## config.mk

```make
export PLATFORM = sky130hd
export DESIGN_NAME = bcs_ctrl
export DESIGN_NICKNAME = d
export VERILOG_FILES = /design/src/rtl/bcs_pkg.sv /design/src/rtl/bcs_ctrl.sv
export SDC_FILE = /design/constraint.sdc
export NUM_CORES = 1
export LEC_CHECK = 0
export BUFFER_PORTS_ARGS = -buffer_cell sky130_fd_sc_hd__buf_2
export CORE_MARGIN = 1.5
export CORE_UTILIZATION = 46
export CTS_CLUSTER_DIAMETER = 30
export DETAILED_ROUTE_END_ITERATION = 12
export HOLD_SLACK_MARGIN = 0.1
export PLACE_DENSITY = 0.72
export SYNTH_ARGS = -nofsm -noshare
export SYNTH_HDL_FRONTEND = slang
export SYNTH_SLANG_ARGS = --single-unit
```

## constraint.sdc

```tcl
create_clock -name clk -period 2.4 [get_ports clk]
set_clock_uncertainty 0.05 [all_clocks]
set_input_delay 0.48 -clock clk [delete_from_list [all_inputs] [get_ports clk]]
set_output_delay 0.48 -clock clk [all_outputs]
set_load 0.01 [all_outputs]
```

## src/rtl/bcs_pkg.sv

```systemverilog
// ----------------------------------------------------------------------------
// Bezier curve sampler package
// Shared constants, register indexes, controller states and the command and
// status groups that pass between the controller and the datapath.
// ----------------------------------------------------------------------------
package bcs_pkg;

  localparam int MIN_W      = 7;
  localparam int SPACING_W  = 8;
  localparam int CFG_IDX_W  = 1;
  localparam int CFG_DATA_W = 8;

  localparam logic [MIN_W-1:0]     MIN_SAMPLES_RESET    = 7'd20;
  localparam logic [SPACING_W-1:0] SAMPLE_SPACING_RESET = 8'd10;

  typedef enum logic [CFG_IDX_W-1:0] {
    CFG_MIN_SAMPLES    = 1'b0,
    CFG_SAMPLE_SPACING = 1'b1
  } cfg_index_t;

  typedef enum logic [11:0] {
    ST_IDLE      = 12'b0000_0000_0001,
    ST_SQUARE    = 12'b0000_0000_0010,
    ST_SQRT_GO   = 12'b0000_0000_0100,
    ST_SQRT_WAIT = 12'b0000_0000_1000,
    ST_DIVQ_GO   = 12'b0000_0001_0000,
    ST_DIVQ_WAIT = 12'b0000_0010_0000,
    ST_COUNT     = 12'b0000_0100_0000,
    ST_DIVT_GO   = 12'b0000_1000_0000,
    ST_DIVT_WAIT = 12'b0001_0000_0000,
    ST_SETUP     = 12'b0010_0000_0000,
    ST_RUN       = 12'b0100_0000_0000,
    ST_DRAIN     = 12'b1000_0000_0000
  } state_t;

  typedef struct packed {
    logic load;
    logic square;
    logic sqrt_start;
    logic div_start;
    logic div_step_sel;
    logic set_count;
    logic set_step;
    logic issue;
  } cmd_t;

  typedef struct packed {
    logic sqrt_done;
    logic div_done;
    logic issue_fire;
    logic issue_last;
    logic pipe_empty;
  } status_t;

endpackage

```

## src/rtl/bcs_ctrl.sv

```systemverilog
// ----------------------------------------------------------------------------
// Bezier sampler controller
// One-hot sequencer stepping one curve through set-up, count, stepping and
// sample issue.
// ----------------------------------------------------------------------------
module bcs_ctrl (
  input  logic             clk,
  input  logic             rst,
  input  logic             curve_valid,
  output logic             curve_ready,
  input  bcs_pkg::status_t status,
  output bcs_pkg::cmd_t    cmd
);
  bcs_pkg::state_t state, state_next;

  always_ff @(posedge clk) begin
    if (rst) begin
      state <= bcs_pkg::ST_IDLE;
    end else begin
      state <= state_next;
    end
  end

  always_comb begin
    state_next       = state;
    cmd              = '0;
    curve_ready      = 1'b0;
    unique case (state)
      bcs_pkg::ST_IDLE: begin
        curve_ready = 1'b1;
        cmd.load    = curve_valid;
        if (curve_valid) state_next = bcs_pkg::ST_SQUARE;
      end
      bcs_pkg::ST_SQUARE: begin
        cmd.square = 1'b1;
        state_next = bcs_pkg::ST_SQRT_GO;
      end
      bcs_pkg::ST_SQRT_GO: begin
        cmd.sqrt_start = 1'b1;
        state_next     = bcs_pkg::ST_SQRT_WAIT;
      end
      bcs_pkg::ST_SQRT_WAIT: begin
        if (status.sqrt_done) state_next = bcs_pkg::ST_DIVQ_GO;
      end
      bcs_pkg::ST_DIVQ_GO: begin
        cmd.div_start = 1'b1;
        state_next    = bcs_pkg::ST_DIVQ_WAIT;
      end
      bcs_pkg::ST_DIVQ_WAIT: begin
        if (status.div_done) state_next = bcs_pkg::ST_COUNT;
      end
      bcs_pkg::ST_COUNT: begin
        cmd.set_count = 1'b1;
        state_next    = bcs_pkg::ST_DIVT_GO;
      end
      bcs_pkg::ST_DIVT_GO: begin
        cmd.div_start    = 1'b1;
        cmd.div_step_sel = 1'b1;
        state_next       = bcs_pkg::ST_DIVT_WAIT;
      end
      bcs_pkg::ST_DIVT_WAIT: begin
        if (status.div_done) state_next = bcs_pkg::ST_SETUP;
      end
      bcs_pkg::ST_SETUP: begin
        cmd.set_step = 1'b1;
        state_next   = bcs_pkg::ST_RUN;
      end
      bcs_pkg::ST_RUN: begin
        cmd.issue = 1'b1;
        if (status.issue_fire && status.issue_last) state_next = bcs_pkg::ST_DRAIN;
      end
      bcs_pkg::ST_DRAIN: begin
        if (status.pipe_empty) state_next = bcs_pkg::ST_IDLE;
      end
      default: state_next = bcs_pkg::ST_IDLE;
    endcase
  end

endmodule

```

Word-level counts from Yosys, hierarchy flattened
Index checks and enable logic that the tools add are counted.
{"block": "classes", "n_eq_ne": 18, "muxes": 16, "reduce_logical": 3}
{"cell": "$pmux 12 s12", "count": 1}
{"cell": "$mux 12", "count": 6}
{"cell": "$eq 12x1->1 const B", "count": 1}
{"cell": "$eq 12x10->1 const B", "count": 1}
{"cell": "$eq 12x11->1 const B", "count": 1}
{"cell": "$eq 12x12->1 const B", "count": 1}
{"cell": "$eq 12x2->1 const B", "count": 1}
{"cell": "$eq 12x3->1 const B", "count": 1}
{"cell": "$eq 12x4->1 const B", "count": 1}
{"cell": "$eq 12x5->1 const B", "count": 1}
{"cell": "$eq 12x6->1 const B", "count": 1}
{"cell": "$eq 12x7->1 const B", "count": 1}
{"cell": "$eq 12x8->1 const B", "count": 1}
{"cell": "$eq 12x9->1 const B", "count": 1}
{"cell": "$ne 2x2->1 const B", "count": 6}
{"cell": "$mux 1", "count": 9}
{"cell": "$reduce_and 6->1", "count": 1}
{"cell": "$reduce_or 2->1", "count": 1}
{"cell": "$logic_and 1x1->1", "count": 1}
{"block": "word_totals", "ff_bits": 12, "input_bits": 8, "output_inout_bits": 9, "word_cells": 38}

Depth between registers and ports, before layout
{"block": "logic_depth", "ltp_word": 3, "depth_mapped": 8, "ltp_nobuf": 6}

Worst setup path before layout
Ideal clock, no wire load.
{"block": "synth_path", "kind": "register to output", "from": "register state[2]", "to": "output cmd[4] in the netlist's numbering", "arrival_time_ps": 2026, "t_required_ps": 1870, "path_slack_ps": -156, "path_stages_with_launch": 7, "path_buffers": 2, "path_cell_list": "dfxtp_1 > buf_6 > or4_4 > or2_1 > or3_1 > buf_2 > nor4_1"}
{"item": "start: declaration", "line_no": "bcs_ctrl.sv:14", "source": "bcs_pkg::state_t state, state_next;"}
{"item": "start signal: assignment", "line_no": "bcs_ctrl.sv:18", "source": "state <= bcs_pkg::ST_IDLE;"}
{"item": "start signal: assignment", "line_no": "bcs_ctrl.sv:20", "source": "state <= state_next;"}
{"item": "end: declaration", "line_no": "bcs_ctrl.sv:12", "source": "output bcs_pkg::cmd_t cmd"}

==> results.yml <==
status:
  outcome: "finished, violations left"
  violations: "setup timing"
final_layout:
  commonest_non_fill_non_tap_cell_in_the_layout: "sky130_fd_sc_hd__buf_2"
  most_frequent_cells_in_the_layout: "sky130_fd_sc_hd__buf_2 (16), sky130_fd_sc_hd__nor2_1 (13), sky130_fd_sc_hd__buf_4 (11), sky130_fd_sc_hd__dfxtp_1 (11)"
  antenna_cells_inserted: 0
  cell_area_after_layout_sq_um: 1020
  largest_registers: "state: 12 flops"
  largest_register_ff_count: 12
  area.growth.synth_to_final_pct: 33.9
  regMostFlops: "state"
  fin_nets: 135
  layout-drive-gt1-share_pct: 36.8
cts:
  clk_pin_slew_ns: 0.07
  cts_htree_levels: 1
  clk-insertion-delay-late_ns: 0.27
  cts_num_sinks: 12
  cts_root_buf: "sky130_fd_sc_hd__clkbuf_4"
  cts_tree: "built"
  cts_made_buffers: 3
  cts-hold-fix-buffers: 0
  cts.path.max_buffers: 2
detailed_routing:
  drc_errors: 0
  detailed_routing_iteration_count_for_the_pre_antenna_repair_pass: 4
  finalWirelength_um: 1980
  ant_nets: 0
  avgViaCountPerCell: 5.80
  drt_iter0_drc: 23
  detailroute.via_count: 818
  wire_per_inst_um: 14.1
timing:
  finalSetupTns_ns: -0.956
  max_clk_rate_mhz: 367
  finalSetupViolCount: 4
  period_minus_slack_ns: 2.72
  tightestPinTransition_ns: 0.420
  max_slew_margin_pct: 72.0
  slew_violations: 0
  hold_violations: 0
  final.period_utilization_pct: 113
  unrepaired_setup_endpoints_after_global_routing: "yes"
  timing.final.ws_setup_ns: -0.321
  whs_ns: 0.427
synth:
  synth.avg_cell_area_sq_um: 7.59
  ys_types: 35
  cell_taking_the_most_area_after_synthesis: "sky130_fd_sc_hd__dfxtp_1"
  yosysSeqAreaShare_pct: 31.6
  synth_xor_xnor_area_share_pct: 3.46
  synth_area_leaders: "sky130_fd_sc_hd__dfxtp_1 (32%), sky130_fd_sc_hd__nor2_1 (7.4%), sky130_fd_sc_hd__nor4_1 (7.4%), sky130_fd_sc_hd__nor3_1 (4.6%), sky130_fd_sc_hd__a21oi_1 (3.3%)"
  synth-compound-area-share_pct: 13.0
  area_share_of_and_or_nand_nor_cells_after_synthesis_pct: 41.8
  ys_ff_latch: 12
  synth-adder-area-share_pct: 1.32
  dominant_combinational_cell_family_by_area_after_synthesis: "simple AND/OR/NAND/NOR gates"
  mappedNetlistNets: 108
  number_of_warnings_reported_in_the_yosys_synthesis_log: 0
  yosys.area.top_type_share_pct: 31.6
  synth_cells: 100
  proportion_of_synthesized_area_in_mux_cells_pct: 2.64
  netlist_area_sq_um: 759
worst_setup_path:
  worst_reg_to_reg_setup_slack_ns: 0.23
  startpoint_type: "flip-flop"
  critical_path_class: "reg -> out"
  crit_path_max_fanout: 4
  critical_path_required_ns: 1.87
  critical_path.slowest_cell: "sky130_fd_sc_hd__or4_4"
  worst-path-buf-inv: 2
  cpLargestDelayFamily: "simple AND/OR/NAND/NOR gates"
  capturing_element_type_of_the_critical_path: "output port"
  cp.arrival_ns: 2.19
  critical_path.max_stage_delay_ns: 0.54
  crit_chain: "or4_4 -> or2_4 -> or3_4 -> buf_4 -> nor4_4 -> buf_2"
floorplan:
  fp.dieArea_sq_um: 1900
  die_width_um: 43.6
  num_io_pins: 17
  coreArea_sq_um: 1520
  row_count: 14
  die_h_um: 43.6
  initial_core_utilization_pct: 49.8
global_route:
  antenna_found_initial: 0
  grt_start_max_net_pins: 11
  grt_usage_pct: 23.5
  grt_first_pass_wirelength_um: 3280
  overflow: 0
  grt_pass1_vias: 755
power:
  ir_worst_vdd_v: 0.000262
  power-per-cell-area_nw_per_um2: 432
  cellLeakagePower_uw: 0.000438
run:
  drv_cap: 0
placed_design:
  placed_cell_area_sq_um: 911
  place.detailed.hpwl_um: 1440
  portBuffers: 16
  place_congestion: 0.884
min_path:
  worstHoldPathType: "in -> reg"
## final timing paths
path,start,to,depth (start not counted)
worst min-delay path,rst,state[10],2
worst min register to register,state[8],state[9],2
worst max register to register,state[0],state[0],6
worst max-delay path,state[0],cmd[4],6
## power breakdown
part | leakage [uW] | switching [uW] | total (uW) | internal [uW]
logic | 0.000327 | 51.3 | 109 | 57.8
clock network | 0.0000138 | 66.0 | 124 | 58.1
registers | 0.0000968 | 2.93 | 206 | 203
## metal layers
metal | part of all wire, % | global-route usage [%]
met1 | 46 | 31.0
met2 | 46 | 36.5
met3 | 5.3 | 5.00
met4 | 1.8 | 10.9
met5 | 0 | 0
## synth_stat cells, drive strengths merged
cell type and n:
nand4 1, o31ai 1, a21boi 2, nand2b 1
o21ba 1, or3 2, inv 4, nand2 5
or4 2, or2 2, nor2 15, nor3b 2
or4b 1, o211ai 1, xor2 1, nor4 10
xnor2 2, nand3 3, maj3 1, dfxtp 12
buf 2, and4bb 1, a21oi 5, clkbuf 4
mux2i 2, nor3 7, and3 2, a32oi 1
and4 2, o21ai 5
## kinds of logic (layout without fill, tap and decap cells)
kind of cell | count (synthesis) | count (layout)
simple gates | 56 | 56
compound gates | 16 | 16
flops | 12 | 12
buf+inv | 10 | 35
xor+xnor | 3 | 3
mux | 2 | 2
fa+ha+maj | 1 | 1
## metrics by stage
step	power, uW	setup WS (ns)	util [%]	instances
final	439	-0.321	66.7	141
after detailed placement	293	-0.0753	59.8	135
after global placement	291	-0.0287	59.8	135
after CTS	419	-0.305	63.1	138
after floorplan	259	-0.0375	-	100
after global routing	464	-0.380	66.7	141
## repair_timing
action,4_1_cts,5_1_grt
pin swaps,0,3
resized for setup,6,8
gates cloned,0,0
endpoints found under the setup margin,6,8
setup buffers,0,3
## area by class of cell
class | count | area [sq um]
inverters | 4 | 15.0
well taps | 16 | 20.0
repair buffers | 28 | 174
clock buffers | 3 | 22.5
flip-flops and latches | 12 | 241
fillers | 137 | 507
multi-input cells | 78 | 544
Power figures use the tool's default switching activity.
